[config.mk]
export PLATFORM = sky130hd
export DESIGN_NAME = hfjn_front
export DESIGN_NICKNAME = d
export VERILOG_FILES = /design/src/rtl/hfjn_pkg.sv /design/src/rtl/hfjn_front.sv
export SDC_FILE = /design/constraint.sdc
export NUM_CORES = 1
export LEC_CHECK = 0
export BUFFER_PORTS_ARGS = -buffer_cell sky130_fd_sc_hd__buf_4
export CAP_MARGIN = 10
export CORE_AREA = 8 8 333 335
export DETAILED_ROUTE_END_ITERATION = 10
export DIE_AREA = 0 0 341 343
export PLACE_DENSITY = 0.53
export SLEW_MARGIN = 20
export SYNTH_ARGS = -nofsm -noshare
export SYNTH_HDL_FRONTEND = slang
export SYNTH_SLANG_ARGS = --single-unit
[constraint.sdc]
create_clock -name clk -period 36.6 [get_ports clk]
set_input_delay 7.32 -clock clk [delete_from_list [all_inputs] [get_ports clk]]
set_output_delay 7.32 -clock clk [all_outputs]
set_load 0.01 [all_outputs]
[src/rtl/hfjn_pkg.sv]
package hfjn_pkg;

    localparam logic [63:0] SMAX = 64'h7FFF_FFFF_FFFF_FFFF;
    localparam logic [63:0] SMIN = 64'h8000_0000_0000_0000;

    // configuration register indexes
    localparam logic [2:0] REG_TPOS_X = 3'd0;
    localparam logic [2:0] REG_TPOS_Y = 3'd1;
    localparam logic [2:0] REG_TPOS_Z = 3'd2;
    localparam logic [2:0] REG_TVEL_X = 3'd3;
    localparam logic [2:0] REG_TVEL_Y = 3'd4;
    localparam logic [2:0] REG_TVEL_Z = 3'd5;
    localparam logic [2:0] REG_RADSQ  = 3'd6;
    localparam logic [2:0] REG_TINDEX = 3'd7;

    localparam int IN_W  = 432;
    localparam int OUT_W = 224;

    // one source item as it leaves the front queue
    typedef struct packed {
        logic [2:0][63:0] pos;
        logic [2:0][63:0] vel;
        logic [31:0]      mass;
        logic [11:0]      index;
        logic             skip;
        logic             last;
    } src_item_t;

    // target particle settings
    typedef struct packed {
        logic [2:0][63:0] tpos;
        logic [2:0][63:0] tvel;
        logic [63:0]      radsq;
        logic [11:0]      tindex;
    } target_cfg_t;

    function automatic logic [63:0] mag64(input logic [63:0] x);
        return x[63] ? (64'd0 - x) : x;
    endfunction

    function automatic logic [63:0] satsign(input logic neg, input logic [127:0] m);
        logic [63:0] lim;
        lim = neg ? SMIN : SMAX;
        if (m[127:64] == 64'd0 && m[63:0] <= lim)
            return neg ? (64'd0 - m[63:0]) : m[63:0];
        return lim;
    endfunction

    // Q32.32 product from an unsigned magnitude product
    function automatic logic [63:0] qsat(input logic neg, input logic [127:0] p);
        return satsign(neg, {32'd0, p[127:32]});
    endfunction

    function automatic logic add_ovf(input logic [63:0] a, input logic [63:0] b);
        logic [63:0] r;
        r = a + b;
        return (~(a[63] ^ b[63])) & (a[63] ^ r[63]);
    endfunction

    function automatic logic [63:0] sadd(input logic [63:0] a, input logic [63:0] b);
        if (add_ovf(a, b))
            return a[63] ? SMIN : SMAX;
        return a + b;
    endfunction

    function automatic logic [63:0] ssub(input logic [63:0] a, input logic [63:0] b);
        logic [63:0] r;
        r = a - b;
        if ((a[63] ^ b[63]) & (a[63] ^ r[63]))
            return a[63] ? SMIN : SMAX;
        return r;
    endfunction

endpackage

[src/rtl/hfjn_front.sv]
module hfjn_front (
    input  logic                     clk,
    input  logic                     rst_n,
    input  logic                     s_tvalid,
    output logic                     s_tready,
    input  logic [hfjn_pkg::IN_W-1:0] s_tdata,
    input  logic                     s_tlast,
    input  logic [11:0]              tindex,
    output hfjn_pkg::src_item_t      item,
    output logic                     item_valid,
    input  logic                     item_pop
);
    import hfjn_pkg::*;

    src_item_t   entry_reg [2];
    logic        wr_ptr_reg;
    logic        rd_ptr_reg;
    logic [1:0]  cnt_reg;
    src_item_t   incoming;
    logic        push;
    logic        pop;

    // unpack and classify the incoming transaction
    always_comb
    begin
        incoming.pos[0] = s_tdata[63:0];
        incoming.pos[1] = s_tdata[127:64];
        incoming.pos[2] = s_tdata[191:128];
        incoming.vel[0] = s_tdata[255:192];
        incoming.vel[1] = s_tdata[319:256];
        incoming.vel[2] = s_tdata[383:320];
        incoming.mass   = s_tdata[415:384];
        incoming.index  = s_tdata[427:416];
        incoming.skip   = !s_tdata[428] || (s_tdata[427:416] == tindex);
        incoming.last   = s_tlast;
    end

    assign s_tready   = (cnt_reg != 2'd2);
    assign push       = s_tvalid && s_tready;
    assign item_valid = (cnt_reg != 2'd0);
    assign pop        = item_pop && item_valid;
    assign item       = entry_reg[rd_ptr_reg];

    // hold queued items
    always_ff @(posedge clk)
    begin
        if (push)
        begin
            entry_reg[wr_ptr_reg] <= incoming;
        end
    end

    // advance pointers and fill count
    always_ff @(posedge clk or negedge rst_n)
    begin
        if (!rst_n)
        begin
            wr_ptr_reg <= 1'b0;
            rd_ptr_reg <= 1'b0;
            cnt_reg    <= 2'd0;
        end
        else
        begin
            if (push)
                wr_ptr_reg <= !wr_ptr_reg;
            if (pop)
                rd_ptr_reg <= !rd_ptr_reg;
            if (push && !pop)
                cnt_reg <= cnt_reg + 2'd1;
            else if (pop && !push)
                cnt_reg <= cnt_reg - 2'd1;
        end
    end

endmodule

Yosys cells after proc, flatten, opt, wreduce, memory -nomap -nowiden --
Memory sizes are Yosys's and may differ from the RTL's. Cells that the tools add are included. Widths: inputs -> output; s select.
Cells by class: add/subtract/negate cells 2, multiplexer cells 4, order comparisons 0, reduce and logical (&&, ||, !) cells 12, shifts and indexed selects 0, $mul 0, eq/ne operators 2, bitwise operators 0, div/mod/pow operators 0
Operators with widths (number):
- $eq 12x12->1 | 1
- $logic_not 1->1 | 5
- $logic_and 1x1->1 | 4
- $mux 2 | 2
- $reduce_bool 2->1 | 2
- $add 2x1->2 const B | 1
- $mux 1 | 2
- $ne 2x2->1 const B | 1
- $sub 2x1->2 const B | 1
- $logic_or 1x1->1 | 1
Storage, ports and cells: bits in writable memories 860, bits of input ports 449, logic and storage cells 24, memories 1, bits in latches 0, output and inout port bits 432, register bits after elaboration 4, ROM bits 0
Memories:
- entry_reg | depth 2, bits a word 430, rd ports 1, clocked after Yosys merged registers in 0, wr ports 1, line hfjn_front.sv:15 | src_item_t entry_reg [2];

Longest topological paths before layout --
word-level depth 6, mapped depth 7, depth with buffers taken out 7

Worst setup path after synthesis --
OpenSTA, ideal clock, no wires.
path type input port to flip-flop, start input s_tvalid, end memory entry_reg[0][0] (netlist name), enable pin, required time 35.368 ns, stages on the path 2, setup slack 10.169 ns, setup time 1.232 ns, arrival time 25.199 ns, path buffers 0, cell sequence nand2_1 nor2_1
On the way: longest elaborated chain between the ends 3
RTL lines:
- from (decl) | line hfjn_front.sv:4 | input logic s_tvalid,
- $logic_and 1x1->1 | line hfjn_front.sv:39 | assign push = s_tvalid && s_tready;
- $mux 1 | line hfjn_front.sv:47 | if (push)
- $mux 1 (not written as such) | line hfjn_front.sv:49 | entry_reg[wr_ptr_reg] <= incoming;
- to (decl) | line hfjn_front.sv:15
Every way passes these cells.

==> results_tabular.tex <==
\begin{tabular}{lr}
\hline
Metric & Value \\
\hline
\multicolumn{2}{l}{\textbf{Detailed routing}} \\
\quad DRT Wirelength & around 85 mm \\
\quad Number of iterations in the first detailed-routing pass & 4 \\
\quad Remaining number of nets flagged by the antenna check after routing & 0 \\
\quad Detailed-route via count & 16,360 \\
\quad Number of DRC markers after the initial detailed-route iteration & approximately 690 \\
\quad Number of DRC violations after detailed routing & 0 \\
\quad Mean routed wirelength per cell & between 20 and 25 um \\
\quad Detailed-route vias per instance & between 4 and 5 \\
\multicolumn{2}{l}{\textbf{Die}} \\
\quad Std-Cell Rows & between 100 and 150 \\
\quad Number of primary I/O pins & about 880 \\
\quad Horizontal die dimension & 341 um \\
\quad Die boundary height & around 340 um \\
\quad Full die area & 117,000 um2 \\
\quad Initial standard-cell utilization of the core & 31.31\% \\
\quad Placeable core region & between 100,000 and 150,000 um2 \\
\multicolumn{2}{l}{\textbf{Global route}} \\
\quad Number of antenna violations at the first check in global routing & 25 \\
\quad Maximum number of pins on one net before global-route repair & 157 \\
\quad Vias in the first global route & around 18,000 \\
\quad Overall track demand over capacity in global routing & 13.65\% \\
\quad Overflow after GRT & 0 \\
\quad Wire length of the first global-routing pass & 119.1 mm \\
\multicolumn{2}{l}{\textbf{Clocking}} \\
\quad Cells resized by post-CTS repair & 0 \\
\quad Count of clock tree sinks & 864 \\
\quad H-tree depth reported by CTS & 3 \\
\quad Clock latency on the worst-skew pair & approximately 0.65 ns \\
\quad Clock tree from TritonCTS & yes \\
\quad TritonCTS Buffers & 95 \\
\quad Clock slew seen by the registers of the worst setup and hold paths & approximately 0.060 ns \\
\quad Cts hold-fix bufs & 0 \\
\quad Root buffer cell & sky130\_fd\_sc\_hd\_\_clkbuf\_16 \\
\quad Clock Tree Buf Depth & 3 \\
\quad Post CTS Setup Buffer Count & 0 \\
\multicolumn{2}{l}{\textbf{Synthesis}} \\
\quad XOR/XNOR Fraction of Synth Area & 0.4492\% \\
\quad Post-synthesis adder-cell area fraction & less than 1\% \\
\quad Sequential fraction of the synthesis area & 78.22\% \\
\quad Total of warnings raised by yosys & 0 \\
\quad Synthesized-area fraction occupied by ao, oa, aoi and oai cells & 0.02265\% \\
\quad Area fraction in and, or, nand and nor cells after synthesis & 0.1586\% \\
\quad Number of distinct standard cells referenced by the synthesized netlist & 19 \\
\quad Netlist Area Pre-Place & $\sim$33,000 um2 \\
\quad Register bit total from synthesis & approximately 860 \\
\quad Syn\_area\_per\_cell & around 24 um2 \\
\quad Post-Synthesis Net Count & approximately 1,800 \\
\quad Share of cell area taken by muxes after synthesis & a little under a fifth \\
\quad Main combinational cell family by area after synthesis & multiplexers \\
\quad Gate count of the mapped netlist & 1,372 \\
\multicolumn{2}{l}{\textbf{Layout}} \\
\quad Multi-input combinational cell area & about 6500 um2 \\
\quad Fraction of final layout cells with drive strength greater than 1 & a little over 60\% \\
\quad Storage element area & 25,930 um2 \\
\quad Fill cell total of the finished layout & between 9,000 and 10,000 \\
\quad Number of nets in the layout & between 2,000 and 3,000 \\
\quad Synth-to-Final Area Change & 32.82\% \\
\quad Area of all placed cells without fillers & between 40,000 and 50,000 um2 \\
\quad Number of flip-flops in the largest register & 860 \\
\quad Highest-count cells in the layout ignoring fill and taps & 887 x sky130\_fd\_sc\_hd\_\_buf\_4, 860 x sky130\_fd\_sc\_hd\_\_edfxtp\_1, 390 x sky130\_fd\_sc\_hd\_\_mux2\_4 \\
\quad Most common cell after layout, fill and taps aside & sky130\_fd\_sc\_hd\_\_buf\_4 \\
\multicolumn{2}{l}{\textbf{Timing}} \\
\quad Fmax achieved & roughly 0.08 GHz \\
\quad Setup repair after global routing missed its margin & no \\
\quad Final Slew Violations & 0 \\
\quad Final setup violating endpoints & 0 \\
\quad Final worst path period need & 12.27 ns \\
\quad Worst slew pin tran & 1.203 ns \\
\quad Remaining max-slew budget at the tightest pin & 19.78\% \\
\quad Number of hold violations in the final report & 0 \\
\quad Final critical-path share of the clock period & around a third \\
\quad Setup Skew & roughly 0.023 ns \\
\quad Setup TNS & 0 ns \\
\multicolumn{2}{l}{\textbf{Placed design}} \\
\quad Post-Place Cell Area & $\sim$40,000 um2 \\
\quad Port Buffer Count & slightly below 900 \\
\quad HPWL after detailed placement & around 60 mm \\
\quad RePlAce Congestion & 0.7879 \\
\multicolumn{2}{l}{\textbf{Run status}} \\
\quad Result of the run & finished, final reports clean \\
\multicolumn{2}{l}{\textbf{Worst setup path}} \\
\quad Data required, critical path & between 20 and 30 ns \\
\quad Critical path start-end classification & flip-flop to output port \\
\quad Maximum fanout encountered on the critical timing path & between 100 and 150 \\
\quad Data arrival at the endpoint of the critical path & slightly below 5 ns \\
\quad Crit path capture type & output port \\
\quad Type of origin of the critical path & flip-flop \\
\multicolumn{2}{l}{\textbf{Power}} \\
\quad Total power & between 3000 and 4000 uW \\
\quad Static power due to leakage & around 0.017 uW \\
\quad Worst vdd rail ir drop & 65.70 uV \\
\quad Power density of the placed cells & 81.41 nW/um2 \\
\multicolumn{2}{l}{\textbf{Flow run}} \\
\quad Number of max-capacitance violations reported & 0 \\
\multicolumn{2}{l}{\textbf{Hold path}} \\
\quad Type of the worst min-delay path & flip-flop to flip-flop \\
\hline
\end{tabular}
==> area by class of cell <==
cell class / instances / share of cell area (%)
clock inverter: 56 / 1.049
sequential: 864 / 58.90
inverter: 1 / 0.008527
multi-input combinational: 459 / 14.86
clock buffer: 115 / 5.716
tap: 1403 / 3.988
antenna: 20 / 0.1137
timing repair buffer: 892 / 15.37
==> routing by layer <==
layer | track usage, % | up-vias | wire length (um)
met5 | 0 | - | 68
met4 | 5.284 | 10 | 2491
met3 | 7.348 | 133 | 9727
met2 | 24.03 | 639 | 43870
met1 | 13.44 | 8172 | 28540
li1 | - | 7407 | -
==> logic make-up after synthesis <==
kind of cell | count (synthesis)
xor gates and xnor gates | 17
DFF | 864
muxes | 430
AOI/OAI and AO/OA | 1
buffers and inverters | 49
adders and majority gates | 1
and+or+nand+nor | 10
==> stage by stage <==
step | hold WS (ns) | utilization [%] | setup slack (ns) | instances
final | 0.5096 | 41.59 | 24.33 | 3810
after detailed placement | 0.5021 | 38.70 | 24.91 | 3618
after global routing | 0.5301 | 41.58 | 24.06 | 3805
after floorplan | 0.4559 | - | 10.17 | 1372
after global placement | 0.4783 | 38.70 | 24.94 | 3618
after CTS | 0.5082 | 41.52 | 24.14 | 3789
==> cell usage after synthesis <==
cell	n	area share (%)
sky130_fd_sc_hd__and3_1	1	0.019
sky130_fd_sc_hd__buf_12	2	0.12
sky130_fd_sc_hd__buf_2	4	0.060
sky130_fd_sc_hd__buf_6	1	0.034
sky130_fd_sc_hd__buf_8	41	1.9
sky130_fd_sc_hd__dfrtp_1	4	0.30
sky130_fd_sc_hd__edfxtp_1	860	78
sky130_fd_sc_hd__ha_1	1	0.038
sky130_fd_sc_hd__inv_1	1	0.011
sky130_fd_sc_hd__mux2_2	40	1.4
sky130_fd_sc_hd__mux2_4	390	18
sky130_fd_sc_hd__nand2_1	2	0.023
sky130_fd_sc_hd__nand2b_1	1	0.019
sky130_fd_sc_hd__nand4_1	3	0.057
sky130_fd_sc_hd__nor2_1	2	0.023
sky130_fd_sc_hd__o31ai_1	1	0.023
sky130_fd_sc_hd__or2_2	1	0.019
sky130_fd_sc_hd__xnor2_1	15	0.40
sky130_fd_sc_hd__xor2_1	2	0.053
==> final timing paths <==
check | slack [ns] | cells after the start | from | endpoint
min in group asynchronous | 6.45 | 1 | rst_n | rd_ptr_reg
max in group asynchronous | 30.04 | 1 | rst_n | rd_ptr_reg
max | 24.33 | 5 | rd_ptr_reg | item[415]
max reg2reg | 32.13 | 6 | cnt_reg[0] | entry_reg[1][332]
min reg2reg | 0.51 | 1 | cnt_reg[1] | cnt_reg[1]
min | 0.51 | 1 | cnt_reg[1] | cnt_reg[1]
==> where the power goes <==
| part | internal [uW] | total (uW) | switching [uW] |
|---|---|---|---|
| clock | 526 | 903 | 377 |
| combinational | 656 | 1260 | 608 |
| sequential | 1360 | 1420 | 60.8 |
| total | 2540 | 3580 | 1050 |
==> critical path, stage by stage (launching register included) <==
cell	delay [ns]
sky130_fd_sc_hd__dfrtp_4	0.97
sky130_fd_sc_hd__buf_12	0.62
sky130_fd_sc_hd__buf_4	0.87
sky130_fd_sc_hd__buf_4	0.81
sky130_fd_sc_hd__mux2_2	0.45
sky130_fd_sc_hd__buf_4	0.16
No activity file was read; power rests on OpenSTA's default activity.
